===== config.mk =====
export PLATFORM = sky130hd
export DESIGN_NAME = itf_digit_cell
export DESIGN_NICKNAME = d
export VERILOG_FILES = /design/src/rtl/itf_pkg.sv /design/src/rtl/itf_digit_cell.sv
export SDC_FILE = /design/constraint.sdc
export NUM_CORES = 1
export LEC_CHECK = 0
export BUFFER_PORTS_ARGS = -buffer_cell sky130_fd_sc_hd__buf_2
export CORE_AREA = 2 2 39 41
export DETAILED_ROUTE_END_ITERATION = 8
export DIE_AREA = 0 0 41 43
export PLACE_DENSITY = 0.44
export SETUP_SLACK_MARGIN = 0.15
export SLEW_MARGIN = 25
export SYNTH_ARGS = -nofsm -noshare
export SYNTH_HDL_FRONTEND = slang
export SYNTH_SLANG_ARGS = --single-unit

===== constraint.sdc =====
create_clock -name clk_i -period 1.3 [get_ports clk_i]
set_input_delay 0.26 -clock clk_i [delete_from_list [all_inputs] [get_ports clk_i]]
set_output_delay 0.26 -clock clk_i [all_outputs]
set_load 0.02 [all_outputs]

===== src/rtl/itf_pkg.sv =====
// Shared types, constants and helper functions of the integer text formatter.
package itf_pkg;

  localparam int VALUE_W = 64;
  localparam int OPC_W   = 3;
  localparam int FW_W    = 6;
  localparam int CHAR_W  = 8;
  localparam int DIG_W   = 4;

  localparam int DEF_MAX_FIELD_WIDTH = 63;
  localparam int DEF_VALUE_BITS      = 64;

  localparam logic [OPC_W-1:0] OP_SDEC = 3'd0;
  localparam logic [OPC_W-1:0] OP_UDEC = 3'd1;
  localparam logic [OPC_W-1:0] OP_HEX  = 3'd2;
  localparam logic [OPC_W-1:0] OP_CHAR = 3'd3;
  localparam logic [OPC_W-1:0] OP_PTR  = 3'd4;

  localparam logic [CHAR_W-1:0] CH_ZERO  = 8'h30;
  localparam logic [CHAR_W-1:0] CH_A     = 8'h61;
  localparam logic [CHAR_W-1:0] CH_X     = 8'h78;
  localparam logic [CHAR_W-1:0] CH_MINUS = 8'h2d;
  localparam logic [CHAR_W-1:0] CH_SPACE = 8'h20;

  typedef struct packed {
    logic [OPC_W-1:0]   opcode;
    logic [VALUE_W-1:0] value;
    logic               wide;
    logic [FW_W-1:0]    field_width;
    logic               left_just;
    logic               zero_fill;
  } req_t;

  typedef struct packed {
    logic [CHAR_W-1:0] ch;
    logic              last;
  } chr_t;

  typedef struct packed {
    logic clr;
    logic conv;
    logic shift;
    logic dec;
  } dcell_ctrl_t;

  // Number of decimal digits of the largest unsigned value of the given width.
  function automatic int dec_digits(input int bits);
    dec_digits = ((bits * 1233) >> 12) + 1;
  endfunction

  function automatic logic [CHAR_W-1:0] digit_char(input logic [DIG_W-1:0] d);
    logic [CHAR_W-1:0] ext;
    ext = {{(CHAR_W-DIG_W){1'b0}}, d};
    if (d < 4'd10) begin
      digit_char = CH_ZERO + ext;
    end else begin
      digit_char = CH_A + ext - 8'd10;
    end
  endfunction

endpackage


===== src/rtl/itf_digit_cell.sv =====
// One digit cell: a double-dabble BCD or plain hex nibble stage of the digit row.
module itf_digit_cell (
  input  logic                clk_i,
  input  itf_pkg::dcell_ctrl_t ctrl_i,
  input  logic                cin_i,
  input  logic [3:0]          nbr_digit_i,
  output logic [3:0]          digit_o,
  output logic                cout_o
);
  import itf_pkg::*;

  logic [DIG_W-1:0] digit_q;
  logic [DIG_W-1:0] digit_d;
  logic [DIG_W-1:0] adj;

  always_comb begin
    if (ctrl_i.dec && (digit_q >= 4'd5)) begin
      adj = digit_q + 4'd3;
    end else begin
      adj = digit_q;
    end
  end

  always_comb begin
    priority if (ctrl_i.clr) begin
      digit_d = '0;
    end else if (ctrl_i.conv) begin
      digit_d = {adj[DIG_W-2:0], cin_i};
    end else if (ctrl_i.shift) begin
      digit_d = nbr_digit_i;
    end else begin
      digit_d = digit_q;
    end
  end

  always_ff @(posedge clk_i) begin
    digit_q <= digit_d;
  end

  assign digit_o = digit_q;
  assign cout_o  = adj[DIG_W-1];

endmodule


==> impl_metrics.prom <==
# TYPE chip_impl_metric gauge
chip_impl_metric{name="number_of_detailed_routing_iterations_run_before_antenna_repair",unit=""} 2
chip_impl_metric{name="final.setup.worst_slack",unit="ns"} -0.357
chip_impl_info{name="violated_checks",value="setup timing"} 1
chip_impl_metric{name="worst_slew_pin_slew",unit="ns"} 0.299
chip_impl_metric{name="die_ar",unit="mm^2"} 0.00176
chip_impl_metric{name="seq_power_share",unit="%"} 29.0
chip_impl_metric{name="postPlaceCellArea",unit="um^2"} 487
chip_impl_metric{name="layout-drive-gt1-share",unit="%"} 69.4
chip_impl_metric{name="dpl.cell_count",unit=""} 71
chip_impl_info{name="rsz0062_at_grt",value="yes"} 1
chip_impl_metric{name="maximum_frequency_from_static_timing_analysis",unit="MHz"} 603
chip_impl_metric{name="antenna_found_initial",unit=""} 0
chip_impl_metric{name="vias_per_cell",unit=""} 4.55
chip_impl_metric{name="grt_overflow_total",unit=""} 0
chip_impl_info{name="mostFrequentLayoutCells",value="buf_2 (11), buf_4 (11), o21ai_0 (5)"} 1
chip_impl_metric{name="initial_utilization",unit="%"} 21.2
chip_impl_info{name="synth_top_area_cell",value="dfxtp_1"} 1
chip_impl_metric{name="tritoncts.num_buffers",unit=""} 3
chip_impl_metric{name="cellInternalPower",unit="W"} 0.000354
chip_impl_metric{name="place_worst_setup_slack",unit="ns"} -0.155
chip_impl_metric{name="antenna_violating_nets_post_route",unit=""} 0
chip_impl_metric{name="seq_area_frac_synth",unit="%"} 27.2
chip_impl_metric{name="growth_of_design_area_from_synthesis_to_finish",unit="%"} 92.3
chip_impl_metric{name="clock-sinks",unit=""} 4
chip_impl_metric{name="remaining_drc_errors",unit=""} 0
chip_impl_info{name="synth-main-ff-cell",value="dfxtp_1"} 1
chip_impl_metric{name="insertedDiodeCount",unit=""} 0
chip_impl_metric{name="p_sw_share",unit="%"} 29.0
chip_impl_metric{name="core_area",unit="mm^2"} 0.00138
chip_impl_metric{name="leakage",unit="nW"} 0.254
chip_impl_metric{name="cp_data_arrival_time",unit="ns"} 1.40
chip_impl_metric{name="synthDistinctLibCells",unit=""} 21
chip_impl_metric{name="placement_row_count",unit=""} 14
chip_impl_metric{name="required",unit="ns"} 1.04
chip_impl_metric{name="cts_max_level",unit=""} 1
chip_impl_metric{name="final_core_occ",unit="%"} 40.9
chip_impl_metric{name="max-vdd-ir-drop",unit="V"} 0.000463
chip_impl_metric{name="timing.hold.ws",unit="ns"} 0.249
chip_impl_metric{name="synth_top_cell_area_share",unit="%"} 27.2
chip_impl_metric{name="drt-initial-drc-count",unit=""} 3
chip_impl_info{name="tritoncts",value="yes"} 1
chip_impl_metric{name="grt_max_degree",unit=""} 9
chip_impl_metric{name="clock_skew",unit="ns"} 0.00679
chip_impl_metric{name="post_synth_edffs",unit=""} 0
chip_impl_info{name="clock-root-buffer",value="clkbuf_4"} 1
chip_impl_metric{name="drv_slew",unit=""} 0
chip_impl_metric{name="cts.clk_slew.worst_paths",unit="ns"} 0.04
chip_impl_metric{name="clk_latency",unit="ns"} 0.24
chip_impl_metric{name="timing.final.hold_violations",unit=""} 0
chip_impl_info{name="status",value="complete, but fails checks"} 1
chip_impl_info{name="setup.worst_path.class",value="flop to output port"} 1
chip_impl_info{name="holdCritPathClass",value="primary input to flop"} 1
chip_impl_metric{name="finalNonFillerCells",unit=""} 78
chip_impl_info{name="critical_path.endpoint_type",value="output port"} 1
chip_impl_metric{name="sw_power",unit="W"} 0.000144
chip_impl_metric{name="post_synth_inst_count",unit=""} 34
chip_impl_metric{name="layout_min_cycle_time",unit="ns"} 1.66
chip_impl_metric{name="power_frac_comb",unit="%"} 37.0
chip_impl_metric{name="place.detailed.hpwl",unit="um"} 648
chip_impl_metric{name="drt_wl_total",unit="um"} 839
chip_impl_metric{name="grt_first_pass_wirelength",unit="um"} 1360
chip_impl_metric{name="cts-root-to-sink-buffers",unit=""} 2
chip_impl_metric{name="postSynthNetCount",unit=""} 46
chip_impl_metric{name="postSynthRegisterBits",unit=""} 4
chip_impl_metric{name="syn-cell-area",unit="um^2"} 294
chip_impl_metric{name="timing.final.setup_violations",unit=""} 4
chip_impl_metric{name="max-slew-margin-rel",unit="%"} 79.8
chip_impl_metric{name="groute.usage.overall",unit="%"} 11.9
chip_impl_metric{name="power-per-cell-area",unit="mW/mm^2"} 881
chip_impl_metric{name="die_w",unit="um"} 41
chip_impl_info{name="critPathLaunchType",value="flop"} 1
chip_impl_metric{name="postSynth.asyncResetShare",unit="%"} 0
chip_impl_metric{name="die_h",unit="um"} 43
chip_impl_metric{name="io_buffers",unit=""} 14
chip_impl_metric{name="io_pins",unit=""} 15
chip_impl_metric{name="number_of_flip_flops_in_the_largest_register",unit=""} 4
chip_impl_metric{name="via_count_of_the_first_global_routing_pass",unit=""} 356
chip_impl_metric{name="power.clock.fraction",unit="%"} 34.1
chip_impl_info{name="top_post_synthesis_cells_by_area",value="dfxtp_1 (27%), ha_1 (8.5%), o21ai_0 (8.5%)"} 1
chip_impl_metric{name="postLayoutCellArea",unit="um^2"} 566
chip_impl_metric{name="nets",unit=""} 75
chip_impl_metric{name="maxCapViolations",unit=""} 0
chip_impl_metric{name="ys_warn_count",unit=""} 0
chip_impl_metric{name="fin_crit_sh",unit="%"} 127
chip_impl_metric{name="post_drt_wl_per_cell",unit="um"} 10.8
chip_impl_metric{name="cp_max_fo",unit=""} 5
chip_impl_metric{name="postSynthAreaPerCell",unit="um^2"} 8.65
chip_impl_metric{name="via_count",unit=""} 355
chip_impl_metric{name="gp_routability_congestion",unit=""} 0.799
[timing repair]
action	4_1_cts	5_1_grt
resized for setup	1	8
hold buffers	0	0
buffers inserted	2	1
endpoints found under the setup margin	4	7
pin swaps	3	3
[metal layers]
metal,GRT usage [%],up-vias,routed length (um)
met4,8.00,0,22
met5,0,-,0
li1,-,185,-
met2,18.1,11,414
met1,12.6,155,355
met3,4.71,4,46
[worst paths after layout]
check / from / end / slack [ns] / cells after the start
setup / recovery: digit_o[0]$_SDFFE_PP0P_ / cout_o / -0.36 / 6
hold / removal: ctrl_i[3] / digit_o[0]$_SDFFE_PP0P_ / 0.25 / 2
setup reg to reg: digit_o[0]$_SDFFE_PP0P_ / digit_o[3]$_SDFFE_PP0P_ / -0.33 / 6
hold reg to reg: digit_o[2]$_SDFFE_PP0P_ / digit_o[3]$_SDFFE_PP0P_ / 0.56 / 2
[per-stage QoR]
step | total power [W] | TNS [ns]
5_1_grt | 0.000538 | -1.28
4_1_cts | 0.000488 | -0.867
3_5_place_dp | 0.000300 | -0.284
6_report | 0.000498 | -0.946
3_3_place_gp | 0.000301 | -0.303
2_1_floorplan | 0.000227 | -0.279
[kinds of logic (layout without fill, tap and decap cells)]
family	after synthesis	after routing	synth area share [%]
mux	4	4	14.5
fa+ha+maj	2	2	8.51
xor+xnor	1	1	2.98
buf+inv	5	33	6.81
flops	4	4	27.2
compound gates	10	10	22.1
simple gates	8	8	17.9
[synthesized netlist by cell type, drive strengths merged (2+ instances only)]
| library cell | count |
|---|---|
| o21ai | 5 |
| dfxtp | 4 |
| inv | 4 |
| ha | 2 |
| mux2 | 2 |
| mux2i | 2 |
[critical path, stage by stage, from the launching register on]
cell	delay [ns]
dfxtp_4	0.36
inv_2	0.05
ha_4	0.15
nor3b_4	0.14
nor3_2	0.16
xor2_2	0.16
buf_6	0.13
[power by group through the flow]
stage	logic [W]	registers, W	clock network, W
6_report	0.000184	0.000144	0.000170
5_1_grt	0.000202	0.000146	0.000190
4_1_cts	0.000168	0.000144	0.000177
3_5_place_dp	0.000155	0.000146	0
3_3_place_gp	0.000155	0.000146	0
2_1_floorplan	0.0000663	0.000160	0
[area by class of cell]
| cell class | count | area (um^2) |
|---|---|---|
| inverters | 4 | 15.0 |
| clock buffers | 4 | 26.3 |
| repair buffers | 25 | 171 |
| multi-input cells | 25 | 243 |
| well taps | 16 | 20.0 |
| fillers | 141 | 818 |
| flip-flops and latches | 4 | 90.1 |
Power figures use the tool's default switching activity.
